--- config.mk ---
export PLATFORM = sky130hd
export DESIGN_NAME = flcq_time_alu
export DESIGN_NICKNAME = d
export VERILOG_FILES = /design/src/rtl/fixed_latency_channel_queue_macros.svh /design/src/rtl/flcq_pkg.sv /design/src/rtl/flcq_time_alu.sv
export SDC_FILE = /design/constraint.sdc
export NUM_CORES = 1
export LEC_CHECK = 0
export BUFFER_PORTS_ARGS = -buffer_cell sky130_fd_sc_hd__buf_2
export CAP_MARGIN = 20
export CORE_MARGIN = 2
export CORE_UTILIZATION = 45
export DETAILED_ROUTE_END_ITERATION = 10
export PLACE_DENSITY = 0.77
export SYNTH_ARGS = -nofsm -noshare
export SYNTH_HDL_FRONTEND = slang
export SYNTH_SLANG_ARGS = --single-unit
--- constraint.sdc ---
create_clock -name vclk -period 4.2
set_clock_uncertainty 0.1 [all_clocks]
set_input_delay 0.42 -clock vclk [all_inputs]
set_output_delay 0.42 -clock vclk [all_outputs]
set_load 0.01 [all_outputs]
--- src/rtl/fixed_latency_channel_queue_macros.svh ---
// Assertion macros for the channel queue. Each check runs on the rising edge of clk.
`ifndef FIXED_LATENCY_CHANNEL_QUEUE_MACROS_SVH
`define FIXED_LATENCY_CHANNEL_QUEUE_MACROS_SVH

`ifndef SYNTH
// Checks that are switched off while rst is high.
`define FLCQ_CHECK(name, prop, msg) \
  name: assert property (@(posedge clk) disable iff (rst) prop) else $error(msg);
// Checks that also hold while rst is high.
`define FLCQ_CHECK_RST(name, prop, msg) \
  name: assert property (@(posedge clk) prop) else $error(msg);
`else
`define FLCQ_CHECK(name, prop, msg)
`define FLCQ_CHECK_RST(name, prop, msg)
`endif

`endif

--- src/rtl/flcq_pkg.sv ---
package flcq_pkg;

  localparam int KIND_W     = 2;
  localparam int CH_FIELD_W = 4;
  localparam int TAG_W      = 16;
  localparam int TIME_W     = 48;
  localparam int LAT_W      = 16;
  localparam int ACT_W      = 5;
  localparam int STATUS_W   = 2;
  localparam int CFG_IDX_W  = 4;
  localparam int CFG_DATA_W = 16;

  localparam logic [KIND_W-1:0] KIND_TICK = 2'd0;
  localparam logic [KIND_W-1:0] KIND_PUSH = 2'd1;
  localparam logic [KIND_W-1:0] KIND_POP  = 2'd2;

  localparam logic [STATUS_W-1:0] STATUS_OK    = 2'd0;
  localparam logic [STATUS_W-1:0] STATUS_EMPTY = 2'd1;
  localparam logic [STATUS_W-1:0] STATUS_DROP  = 2'd2;

  localparam logic [CFG_IDX_W-1:0] REG_LATENCY = 4'd0;
  localparam logic [CFG_IDX_W-1:0] REG_ACTIVE  = 4'd1;

  localparam logic [LAT_W-1:0] LATENCY_RESET = 16'd100;
  localparam logic [ACT_W-1:0] ACTIVE_RESET  = 5'd16;

  typedef struct packed {
    logic [KIND_W-1:0]     kind;
    logic [CH_FIELD_W-1:0] channel;
    logic [TAG_W-1:0]      tag;
  } req_t;

  typedef struct packed {
    logic [STATUS_W-1:0] status;
    logic [TAG_W-1:0]    resp_tag;
    logic                resp_empty;
  } rsp_t;

  typedef struct packed {
    logic [CFG_IDX_W-1:0]  index;
    logic [CFG_DATA_W-1:0] value;
  } cfg_t;

endpackage

--- src/rtl/flcq_time_alu.sv ---
module flcq_time_alu
  import flcq_pkg::*;
(
  input  logic [TIME_W-1:0] a,
  input  logic [TIME_W-1:0] b,
  input  logic              sub,
  output logic [TIME_W-1:0] result,
  output logic              carry
);

  logic [TIME_W-1:0] b_op;

  // In subtract mode the carry out is set when a is not below b.
  assign b_op = sub ? ~b : b;
  assign {carry, result} = {1'b0, a} + {1'b0, b_op} + (TIME_W + 1)'(sub);

endmodule
## Word-level counts from Yosys, hierarchy flattened

Cells that the tools add are included.

- Bits in read-only memories: 0
- Output and inout port bits: 49
- Memory bits (writable): 0
- Memories: 0
- Input bits: 97
- Latch bits: 0
- Bits in registers: 0
- Logic and storage cells: 4

- Add/subtract/negate cells: 2
- Shifts and indexed selects: 0
- Equal/unequal tests: 0
- Divide/modulo/power cells: 0
- Multipliers: 0
- Bitwise operators: 1
- Mux-type cells: 1
- Magnitude comparators: 0
- Reductions and logical operators: 0

Operators by type and width:

| operator | number |
|---|---|
| $add A48 B48 Y49 | 1 |
| $add A49 B1 Y49 | 1 |
| $mux W48 | 1 |
| $not A48 Y48 | 1 |

## Depth between registers and ports, before layout

Gate-level depths: netlist (run 1).

- Depth after elaboration: 4
- Mapped depth: 13
- Mapped depth without buffers: 11

## Worst setup path before layout (run 1)

Ideal clock, no wire load.

- Path type: in2out
- Start: input sub
- End: output result[40]
- Stages: 12
- Slack: 0.234 ns
- Data required time: 3.680 ns
- Arrival time: 3.446 ns
- Path buffers: 2
- Cell sequence: clkbuf_1 clkbuf_1 xor2_1 ha_1 nand2_2 nor4_2 o311ai_2 a2111oi_4 o21ai_2 a21oi_4 a31oi_1 xnor2_1

- Longest elaborated chain between the ends: 3

RTL lines:

| element | line | text |
|---|---|---|
| from (decl) | flcq_time_alu.sv:6 | `input logic sub,` |
| $mux W48 | flcq_time_alu.sv:14 | `assign b_op = sub ? ~b : b;` |
| $add A48 B48 Y49 | flcq_time_alu.sv:15 | `assign {carry, result} = {1'b0, a} + {1'b0, b_op} + (TIME_W + 1)'(sub);` |
| $add A49 B1 Y49 * | flcq_time_alu.sv:15 |  |
| to (decl) | flcq_time_alu.sv:7 | `output logic [TIME_W-1:0] result,` |

Every way passes the cells marked *; elsewhere a longest branch is shown, timed or not.

## Final worst setup path (run 1)

Ends and elaborated chain as after synthesis.

==> results.md, run 1 <==
* YS warnings at 0
* Die H at 88.3 um
* RD Place Congestion at 0.970
* Cell repeated most along the worst path: buf_2
* Die Wd at 88.3 um
* RSZ-0062 raised after global routing: no
* Fraction of synthesized cell area in xor and xnor cells at 24.9%
* Worst path required time at 3.68 ns
* Total vias in the final route at 3724
* Global route overflow at 0
* Largest cells by area after synthesis: ha_1 20%, xor2_1 17%, a21oi_1 8.3%
* Maxcap violations at 0
* Seq Cell Count at 0
* Fmax at 258 MHz
* Area leader, netlist: ha_1
* Adder-cell share of the synthesized area at 20.2%
* WS Path Type: primary input to primary output
* Mean Syn Cell Area at 7.12 um^2
* CP max stage delay at 0.51 ns
* Post-cts sizing count at 0
* Synth-to-Final Area Change at 25.3%
* Nets at 728
* Initial antenna violation count at 0
* Slew margin rel. at 51.5%
* Synthesized instance count at 449
* Main combinational cell family by area after synthesis: compound AO/OA/AOI/OAI gates
* Power Dens Cells at 252 nW/um^2
* HP Class: primary input to primary output
* Vias in the first global route at 3460
* Share of cells above drive strength 1 at 28.0%
* Seq/Total Area, Yosys at 0%
* Overall routing resource usage at 22.9%
* IO Count at 146
* FF/Latch Area at 0 um^2
* Setup violations, final at 0
* Mux contribution to synthesized area at 0.313%
* Synth Area in Compound Gates at 34.1%
* Final Hold Viols at 0
* Tightest Pin Transition at 0.710 ns
* Crit. End Element: primary output
* Non-filler instance count after layout at 674
* Rows at 30
* # diodes at 0
* Core area at 6830 um^2
* Syn Nets at 597
* Placed Instances at 674
* Fin crit period at 3.88 ns
* Distinct cells, synth at 50
* Total Wirelength at 9.43 mm
* Maximum vdd ir drop at 0.000105 V
* Drt first-iter violations at 169
* Setup TNS at 0 ns
* Post-Synth Simple-Gate Area at 16.5%
* Remaining antenna violation count at 0
* Die ar. at 7790 um^2
* Postcts setup bufs at 0
* First-pass GRT wire length at 15.0 mm
* Cell leakage power at 2.04 nW
* CP Buf/Inv Count at 3
* Final Cycle Share at 92.4%
* Wire per inst at 14.0 um
* Post-Syn Area at 3200 um^2
* Largest net degree at the start of global routing at 31
* CP delay by family, top: compound AO/OA/AOI/OAI gates
* Port bufs at 146
* CP Data Arrival Time at 3.36 ns
* CP Launch Type: primary input
* Power Total at 1.01 mW
* DRC viols at 0
* Worst path slowest cell: a2111oi_4
* FILL cells at 698
* Starting Density at 46.8%
* Synth top area share at 19.6%
* Hold buffer count at CTS at 0
* Drt first pass iters at 5
* Worst path cell trace: buf_2 -> buf_12 -> xor2_1 -> ha_1 -> nand2_2 -> nor4_2 -> o311ai_2 -> a2111oi_4 -> o21ai_2 -> a21oi_4 -> a31oi_1 -> xnor2_1 -> buf_2
* Clkbuf count at 0
* Hpwl dp at 8.10 mm
* Status: finished clean
* Drt via density at 5.53
* Crit path max fanout at 30
* Fin. max-slew vios at 0
cell usage after synthesis, types with 2 or more instances:
cell type  instances
nor3_1             4
o21a_1             6
o21bai_1          10
xor2_1            61
and2_1             3
o21ai_1            4
nand2_1           33
and3_1             2
nor2b_1            3
nor4b_1            2
inv_1             13
a211oi_1           4
clkbuf_1          18
o31ai_1            2
o31a_1             2
ha_1              50
o21ai_2            2
and4_1             2
xnor2_1           30
nand3_1           11
nand2b_1           2
nand4_1           12
o21ai_0           21
a21oi_1           53
a31oi_1           12
a2111oi_0          2
a21o_1            28
o31ai_2            2
o211ai_1           3
a221o_1            2
nor2_1            31
cells in the final DEF (no fill, tap or decap), types with 3 or more instances in the layout:
master / instances
nor2b_1: 3
a31oi_1: 12
buf_2: 146
o21ai_0: 21
xnor2_1: 30
o21a_1: 6
nand2_1: 33
inv_1: 13
a211oi_1: 4
nor2_1: 31
o21ai_1: 4
nand3_1: 11
ha_1: 50
nor3_1: 4
a21o_1: 28
xor2_1: 61
nand4_1: 12
o21bai_1: 10
o211ai_1: 3
and2_1: 3
a21oi_1: 53
tightest hold or removal path, stage by stage:
cell and delay, ns:
buf_2 0.10, xor2_1 0.06, buf_2 0.13
path summary, 6_finish.rpt:
check | cells after the start | slack, ns | end | startpoint
worst max-delay path | 13 | 0.32 | result[40] | sub
worst min-delay path | 3 | 1.04 | result[0] | a[0]
metrics by stage:
| stage | instance area [um^2] | worst slack, ns | util, % | hold slack, ns |
|---|---|---|---|---|
| 6_report | 4010 | 0.318 | 58.6 | 1.04 |
| 5_1_grt | 4010 | 0.0587 | 58.6 | 1.05 |
| 4_1_cts | 4010 | 0.279 | 58.6 | 1.04 |
| 3_5_place_dp | 4010 | 0.293 | 58.6 | 1.04 |
| 3_3_place_gp | 4010 | 0.419 | 58.6 | 1.04 |
| 2_1_floorplan | 3200 | 0.234 | - | 0.816 |
metal layers:
metal / global-route usage (%) / vias to the layer above / share of wire (%)
li1: - / 1905 / -
met1: 32.1 / 1643 / 46
met2: 38.6 / 157 / 46
met3: 1.68 / 19 / 6.8
met4: 4.96 / 0 / 2.2
met5: 0 / - / 0
where the power goes:
| part | switching [mW] | internal (mW) |
|---|---|---|
| registers | 0 | 0 |
| logic | 0.575 | 0.436 |
| clock network | 0 | 0 |
final cells by class:
cell class | instances | area [um^2] | area share [%]
timing repair buffer | 149 | 766 | 19.1
inverter | 13 | 48.8 | 1.22
tap | 96 | 120 | 3.00
multi-input combinational | 416 | 3070 | 76.7
kinds of logic after synthesis:
logic type               after synthesis
AO/OA/AOI/OAI                        163
XOR/XNOR                              91
adder cells (fa/ha/maj)               51
buffers and inverters                 33
multiplexers                           1
AND/OR/NAND/NOR                      110
(Power assumes the default switching activity.)
==> run 2, diff against run 1 <==
Settings changed: RECOVER_POWER set to 100.
==> run 2 against run 1 <==
Utilization shrank 0.86 points. Critical path type unchanged. Flip-flop and latch count is the same. Cell count is the same. Clock-buffer cell count is the same. Largest cell class unchanged. Power shrank 3.1%.
==> results.md, run 2 (synthesis results as in run 1) <==
* Crit path max fanout at 30
* Global route overflow at 0
* Post-cts sizing count at 0
* Power Total at 979 uW
* Worst slack at placement at 0.293 ns
* Postcts setup bufs at 0
* Hpwl dp at 8.10 mm
* Sequential power share at 0%
* Total vias in the final route at 3715
* Setup TNS at 0 ns
* DRC viols at 0
* HP Class: primary input to primary output
* Comb power frac at 100.0%
* Fin. max-slew vios at 0
* Slew margin rel. at 52.3%
* Commonest non-fill, non-tap cell in the layout: buf_2
* Hold Crit Depth at 3
* Wire per inst at 14.0 um
* Fin crit period at 3.91 ns
* Endpoint, Worst Hold: result[0]
* Fmax at 256 MHz
* Crit. End Element: primary output
* Seq Cell Count at 0
* Commonest cells after routing, fill and taps aside: 112 x buf_2, 61 x xor2_1, 53 x a21oi_1
* Hold Crit Start: b[0]
* Starting Density at 46.8%
* Initial antenna violation count at 0
* Drt first pass iters at 4
* IO Count at 146
* Final Cycle Share at 93.1%
* Final WS setup at 0.289 ns
* Nets at 728
* Clock group share of total power at 0%
* Sw frac at 58.8%
* Overall routing resource usage at 22.9%
* Setup crit start: sub
* Pint at 403 uW
* Synth-to-Final Area Change at 23.5%
* # diodes at 0
* Die ar. at 7790 um^2
* Share of cells above drive strength 1 at 21.6%
* Tightest Pin Transition at 0.697 ns
* CP Launch Type: primary input
* Vias in the first global route at 3460
* Setup violations, final at 0
* Core area at 6830 um^2
* Worst path required time at 3.68 ns
* RD Place Congestion at 0.970
* Clkbuf count at 0
* WS Path Type: primary input to primary output
* Status: finished clean
* Maximum vdd ir drop at 0.000101 V
* Remaining antenna violation count at 0
* Total Wirelength at 9.45 mm
* RSZ-0062 raised after global routing: no
* First-pass GRT wire length at 15.0 mm
* Drt first-iter violations at 195
* Switching pwr at 576 uW
* Final Hold Viols at 0
* Maxcap violations at 0
* Power Dens Cells at 248 nW/um^2
* Largest net degree at the start of global routing at 31
* Die H at 88.3 um
* Rows at 30
* Die Wd at 88.3 um
* Cell leakage power at 1.94 nW
* FF/Latch Area at 0 um^2
* Hold buffer count at CTS at 0
* CP Data Arrival Time at 3.39 ns
* Port bufs at 146
* Drt via density at 5.51
[run 2: changes by cell type in the layout (fill, tap and decap cells not counted), sizes merged]
cell	before	now
buf	149	114
clkbuf	0	35
[run 2: worst max path at each step]
stage	to	slack [ns]	cells past startpoint
floorplan	result[40]	0.23	12
global placement	result[40]	0.42	13
detailed placement	result[40]	0.29	13
CTS	result[40]	0.28	13
global route	result[41]	0.03	13
finish	result[40]	0.29	13
[run 2: layout make-up]
| type | count | area (um^2) |
|---|---|---|
| inverters | 13 | 48.8 |
| repair buffers | 149 | 719 |
| well taps | 96 | 120 |
| fillers | 713 | 2880 |
| multi-input cells | 416 | 3060 |
[run 2: critical path, stage by stage]
cell	delay (ns)
buf_2	0.15
buf_12	0.18
xor2_1	0.18
ha_1	0.42
nand2_2	0.11
nor4_2	0.32
o311ai_2	0.21
a2111oi_4	0.51
o21ai_2	0.16
a21oi_4	0.23
a31oi_1	0.14
xnor2_1	0.16
clkbuf_1	0.16
[run 2: routing by layer]
metal  vias up  GRT usage, %  wire length (um)
met1      1647          32.1              4350
met4         0          4.96               208
li1       1903             -                 -
met5         -             0                 0
met3        19          1.68               603
met2       146          38.6              4300
[run 2: through the flow]
stage | util, % | hold slack, ns | cells | area [um^2]
CTS | 58.6 | 1.04 | 674 | 4010
global placement | 58.6 | 1.04 | 674 | 4010
finish | 57.8 | 1.03 | 674 | 3950
floorplan | - | 0.816 | 449 | 3200
global route | 57.8 | 1.04 | 674 | 3950
detailed placement | 58.6 | 1.04 | 674 | 4010
[run 2: power by group through the flow]
stage | combinational [mW] | sequential, mW | clock, mW
5_1_grt | 1.08 | 0 | 0
4_1_cts | 1.01 | 0 | 0
3_5_place_dp | 1.00 | 0 | 0
6_report | 0.979 | 0 | 0
3_3_place_gp | 0.994 | 0 | 0
2_1_floorplan | 0.681 | 0 | 0
